$ cat config.mk
export PLATFORM = sky130hd
export DESIGN_NAME = c2e_ctrl
export DESIGN_NICKNAME = d
export VERILOG_FILES = /design/src/rtl/c2e_pkg.sv /design/src/rtl/c2e_ctrl.sv
export SDC_FILE = /design/constraint.sdc
export NUM_CORES = 1
export LEC_CHECK = 0
export ABC_AREA = 1
export ABC_CLOCK_PERIOD_IN_PS = 1650
export BUFFER_PORTS_ARGS = -buffer_cell sky130_fd_sc_hd__buf_2
export CORE_AREA = 2 2 40 42
export CTS_BUF_LIST = sky130_fd_sc_hd__clkbuf_4
export DETAILED_ROUTE_END_ITERATION = 8
export DIE_AREA = 0 0 42 44
export GPL_TIMING_DRIVEN = 0
export PLACE_DENSITY_LB_ADDON = 0.15
export SYNTH_ARGS = -nofsm -noshare
export SYNTH_HDL_FRONTEND = slang
export SYNTH_SLANG_ARGS = --single-unit
$ cat constraint.sdc
create_clock -name aclk -period 1.65 [get_ports aclk]
set_input_delay 0.0825 -clock aclk [delete_from_list [all_inputs] [get_ports aclk]]
set_output_delay 0.0825 -clock aclk [all_outputs]
set_load 0.05 [all_outputs]
$ cat src/rtl/c2e_pkg.sv
// Shared constants, codes and control types of the COO to ELL scatter block.
package c2e_pkg;

    localparam int MAX_ROWS    = 4096;
    localparam int MAX_ROW_LEN = 1024;

    localparam int ROW_AW  = $clog2(MAX_ROWS);
    localparam int CNT_W   = 11;
    localparam int ROW_W   = 13;
    localparam int COL_W   = 31;
    localparam int VAL_W   = 64;
    localparam int PITCH_W = 13;
    localparam int EB_W    = 5;
    localparam int SLOT_W  = 22;
    localparam int OFF_W   = 26;
    localparam int COLO_W  = 33;
    localparam int STAT_W  = 2;
    localparam int PROD_W  = CNT_W + PITCH_W;

    localparam int S_DATA_W  = 112;
    localparam int M_DATA_W  = 152;
    localparam int CFG_IDX_W = 3;
    localparam int CFG_W     = 13;

    localparam logic [CFG_IDX_W-1:0] REG_COO_BASE      = 3'd0;
    localparam logic [CFG_IDX_W-1:0] REG_ELL_BASE      = 3'd1;
    localparam logic [CFG_IDX_W-1:0] REG_ROWS_COUNT    = 3'd2;
    localparam logic [CFG_IDX_W-1:0] REG_MAX_ROW_SIZE  = 3'd3;
    localparam logic [CFG_IDX_W-1:0] REG_VALUE_PITCH   = 3'd4;
    localparam logic [CFG_IDX_W-1:0] REG_INDEX_PITCH   = 3'd5;
    localparam logic [CFG_IDX_W-1:0] REG_ELEMENT_BYTES = 3'd6;

    localparam logic [STAT_W-1:0] ST_WRITTEN   = 2'd0;
    localparam logic [STAT_W-1:0] ST_ROW_RANGE = 2'd1;
    localparam logic [STAT_W-1:0] ST_ROW_FULL  = 2'd2;
    localparam logic [STAT_W-1:0] ST_CLEARED   = 2'd3;

    typedef enum logic [6:0] {
        S_CLEAR = 7'b0000001,
        S_IDLE  = 7'b0000010,
        S_READ  = 7'b0000100,
        S_MUL   = 7'b0001000,
        S_ADD   = 7'b0010000,
        S_SCALE = 7'b0100000,
        S_PUSH  = 7'b1000000
    } state_t;

    typedef struct packed {
        logic load;
        logic clear;
        logic mul;
        logic add;
        logic scale;
        logic push;
    } dp_cmd_t;

    typedef struct packed {
        logic in_clear;
        logic clear_done;
        logic out_busy;
    } dp_stat_t;

endpackage

$ cat src/rtl/c2e_ctrl.sv
// Controller: sequences clearing sweep, entry processing steps and result push.
module c2e_ctrl
    import c2e_pkg::*;
(
    input  logic     aclk,
    input  logic     aresetn,
    input  logic     s_tvalid,
    output logic     s_tready,
    input  dp_stat_t stat,
    output dp_cmd_t  cmd
);

    state_t state_reg, state_next;
    logic   pend_reg, pend_next;
    logic   accept;

    assign s_tready = (state_reg == S_IDLE);
    assign accept   = s_tready && s_tvalid;

    always_comb begin
        state_next = state_reg;
        pend_next  = pend_reg;
        cmd        = '0;
        unique case (state_reg)
            S_CLEAR: begin
                cmd.clear = 1'b1;
                if (stat.clear_done) begin
                    state_next = pend_reg ? S_PUSH : S_IDLE;
                    pend_next  = 1'b0;
                end
            end
            S_IDLE: begin
                if (accept) begin
                    cmd.load = 1'b1;
                    if (stat.in_clear) begin
                        state_next = S_CLEAR;
                        pend_next  = 1'b1;
                    end else begin
                        state_next = S_READ;
                    end
                end
            end
            S_READ:  state_next = S_MUL;
            S_MUL: begin
                cmd.mul    = 1'b1;
                state_next = S_ADD;
            end
            S_ADD: begin
                cmd.add    = 1'b1;
                state_next = S_SCALE;
            end
            S_SCALE: begin
                cmd.scale  = 1'b1;
                state_next = S_PUSH;
            end
            S_PUSH: begin
                if (!stat.out_busy) begin
                    cmd.push   = 1'b1;
                    state_next = S_IDLE;
                end
            end
            default: begin
                state_next = S_CLEAR;
                pend_next  = 1'b0;
            end
        endcase
    end

    always_ff @(posedge aclk) begin
        if (!aresetn) begin
            state_reg <= S_CLEAR;
            pend_reg  <= 1'b0;
        end else begin
            state_reg <= state_next;
            pend_reg  <= pend_next;
        end
    end

endmodule

# Yosys cells after proc, flatten, opt, wreduce, memory -nomap -nowiden
# Cells that the tools add are included.
# W data, S select, Z words.
[classes]
addsub = 0
multipliers = 0
n_div = 0
n_lt_le_gt_ge = 0
n_eq_ne = 11
shift = 0
mux = 18
n_bitwise = 1
n_reduce_logical = 4
[op_table]
columns = ["cell", "n"]
rows = [
  ["$pmux W7 S7", 1],
  ["$mux W7", 4],
  ["$mux W1", 11],
  ["$eq A7 B1 Y1 const B", 1],
  ["$eq A7 B2 Y1 const B", 1],
  ["$eq A7 B3 Y1 const B", 1],
  ["$eq A7 B4 Y1 const B", 1],
  ["$eq A7 B5 Y1 const B", 1],
  ["$eq A7 B6 Y1 const B", 1],
  ["$eq A7 B7 Y1 const B", 1],
  ["$reduce_or A5 Y1", 1],
  ["$ne A2 B1 Y1 const B", 2],
  ["$ne A2 B2 Y1 const B", 2],
  ["$reduce_and A4 Y1", 1],
  ["$mux W3", 1],
  ["$pmux W1 S3", 1],
  ["$reduce_and A3 Y1", 1],
  ["$logic_and A1 B1 Y1", 1],
  ["$not A1 Y1", 1],
]
[totals]
regBits = 8
latch_bits = 0
mem_bits_rw = 0
mem_bits_ro = 0
in_bits = 6
out_inout_bits = 7
word_cells = 36
n_memories = 0

# Longest topological paths before layout
[depth]
ltp_word = 4
depth_mapped = 10
ltp_nobuf = 10

# Worst setup path before layout
# No wires, ideal clock.
[synth_path]
kind = "reg-to-output"
from = "register state_reg[1]"
to = "output cmd[0] in the netlist's numbering"
t_arrival_ns = 1.442
t_required_ns = 1.567
slack_ns = 0.125
stages_incl_launch_ff = 5
path_buffers = 0
cell_sequence = "dfxtp_1 > nor2_4 > nand3_2 > or2_4 > nor2_1"
[synth_lines]
columns = ["element", "line", "source"]
rows = [
  ["from (decl)", "c2e_ctrl.sv:13", "state_t state_reg, state_next;"],
  ["from (signal assigned)", "c2e_ctrl.sv:74", "state_reg <= state_next;"],
  ["to (decl)", "c2e_ctrl.sv:10", "output dp_cmd_t cmd"],
]

==> results.md <==
- Status: finished clean
- Ys async rst share: 0%
- Post-Synth Adder-Cell Area: 0%
- Largest stage delay on the critical path: 0.33 ns
- DR WL met2: 478 µm
- Clock Skew: 0.007422 ns
- Required time worst endpoint: 1.57 ns
- Synth-to-Final Area Change: 19.91%
- DP Wirelength: 877.2 µm
- Initial DRC count: 6
- Max cap viols: 0
- Max Clk Rate: 657.2 MHz
- PD cells: 1462 nW/µm²
- Largest family of logic cells by synthesized area: simple AND/OR/NAND/NOR gates
- Top cells by area, synth: dfxtp_1 (30%), inv_1 (14%), nand2_1 (14%)
- TritonCTS clock tree: yes
- Setup_tns: 0 ns
- Fin. Hold Viols: 0
- Yosys warnings: 0
- Post-DRT Antenna Nets: 0
- Multiplexer area fraction after synthesis: 0%
- Die Y: 44 µm
- Clk Latency, worst-skew pair: 0.25 ns
- Avg Cell Area, Syn: 6.069 µm²
- Core area: 1419 µm²
- Root Buffer: clkbuf_4
- RePlAce Congestion: 0.7801
- Finished Layout Cells: 118
- RSZ-0062 raised after global routing: false
- Met1 WL: 482 µm
- Post-synth EDFFs: 0
- WS Path Type: register to output port
- Final Max Tran Viols: 0
- Startpoint types: register
- Clock tree sinks: 8
- Synthesized Nets: 93
- Fin nets: 110
- Final min period: 1.522 ns
- Number of I/O pins: 13
- Overall Power: 0.9253 mW
- Yosys top cell area share: 30.33%
- Max reg flops: 7
- Synth area leader: dfxtp_1
- Pre-antenna DRT Iters: 4
- Slew Limit Headroom: 83.61%
- DR top layer: met4
- Area occupied by multi-input gates: 292.8 µm²
- LEAKAGE: 0.3883 nW
- DIE AREA: 1848 µm²
- Worst-path clk slew: 0.06 ns
- CTS buffer count: 3
- Fin Hold WS: 0.08189 ns
- Vias: 530
- Mapped Cells: 87
- Vias in the first global route: 473
- Final Util: 44.62%
- Gr usage total: 14.04%
- Kind of end point of the critical path: output port
- Global-route wire length before repair: 1890 µm
- CP Max Fanout: 4
- Reg2reg setup slack: 0.37 ns
- CTS Buffer Depth: 2
- CP Launch Point: state_reg[1]
- Global route overflow: 0
- XOR/XNOR Fraction of Synth Area: 0%
- Largest net degree at the start of global routing: 8
- Reg-to-reg startpoint: state_reg[5]
- WP buf/inv: 1
- # rows: 14
- Least-Margin Pin Slew: 0.2476 ns
- Sequential Area: 160.2 µm²
- Delay-heaviest family, CP: simple AND/OR/NAND/NOR gates
- WL met3: 49 µm
- Htree depth: 1
- Initial antenna violation count: 0
- Max stage delay cell, worst path: dfxtp_1
- IO buf count: 12
- DRT Wirelength: 1031 µm
- DR DRC count: 0
- Cell Chain, Critical Path: nor2_4 -> nand3_2 -> or2_4 -> nor2_1 -> buf_2
- Fraction of layout cells with a size suffix above 1: 25.49%
- Post-Place Cells: 115
- Simple-gate share of the synthesized area: 50.24%
- Hold/Removal Path Class: input port to register
- # setup viols final: 0
- Most instantiated cells after synthesis: inv_1 (19), nand2_1 (19), nor2_1 (16)
- Hold Path Origin: aresetn
- Top FF cell, synth: dfxtp_1
- Maximum VDD drop: 0.8393 mV
- Avg WL per Cell: 8.737 µm
- Filler cells: 154
- Initial Util: 37.21%
- Synth Area in Compound Gates: 5.213%
- Vias/cell: 4.492
- Fin crit share: 92.21%
- # diodes: 0
- Post-CTS Setup Inserts: 0
- Worst EP arrival: 1.44 ns
- Register bit total from synthesis: 8
- Die X-Extent: 42 µm
- Cell Area, Synth: 528.0 µm²
- Sequential area share after synthesis: 30.33%
- Cell variety after synth: 17
-- path summary, 6_finish.rpt --
path,to,cells past startpoint
max,cmd[0],5
min,pend_reg,3
max reg2reg,state_reg[0],10
min reg2reg,pend_reg,2
-- layer usage --
| layer | vias up | global-route usage [%] |
|---|---|---|
| met1 | 223 | 16.37 |
| met3 | 2 | 2.500 |
| met2 | 16 | 22.50 |
| li1 | 289 | - |
| met5 | - | 0 |
| met4 | 0 | 11.61 |
-- timing repair --
action,in CTS,in global routing
setup endpoints to repair,0,1
gates resized for setup,0,1
endpoints found under the hold margin,0,0
hold buffers,0,0
-- stage by stage --
step,worst slack [ns],area (µm²)
floorplan,0.1251,528.0
global route,0.008037,633.1
finish,0.1285,633.1
CTS,0.1087,630.6
global placement,0.3865,608.1
detailed placement,0.3715,608.1
-- worst min-delay path: stages --
cell     delay, ns
buf_2         0.12
nand2_1       0.06
nor2_1        0.03
-- power breakdown --
| part | switching (mW) | internal (mW) | total (mW) |
|---|---|---|---|
| sequential | 0.0370 | 0.232 | 0.269 |
| combinational | 0.349 | 0.158 | 0.507 |
| clock | 0.0659 | 0.0832 | 0.149 |
| total | 0.452 | 0.473 | 0.925 |
-- final cells by class --
type | count | area share (%)
flip-flops and latches | 8 | 25.30
multi-input cells | 59 | 46.25
well taps | 16 | 3.162
repair buffers | 12 | 9.881
inverters | 20 | 11.86
clock buffers | 3 | 3.557
-- cell families after synthesis --
logic type | after synthesis
compound gates | 5
simple gates | 54
flops | 8
buf+inv | 20
-- layout by cell type, fill, tap and decap left out, drive strengths merged --
master,synthesis,layout
a21oi,3,3
buf,0,11
clkbuf,0,4
dfxtp,8,8
inv,20,20
nand2,20,20
nand3,8,8
nand3b,1,1
nor2,21,21
nor3,2,2
o211ai,1,1
o21ai,1,1
or2,2,2
(Power assumes the default switching activity.)
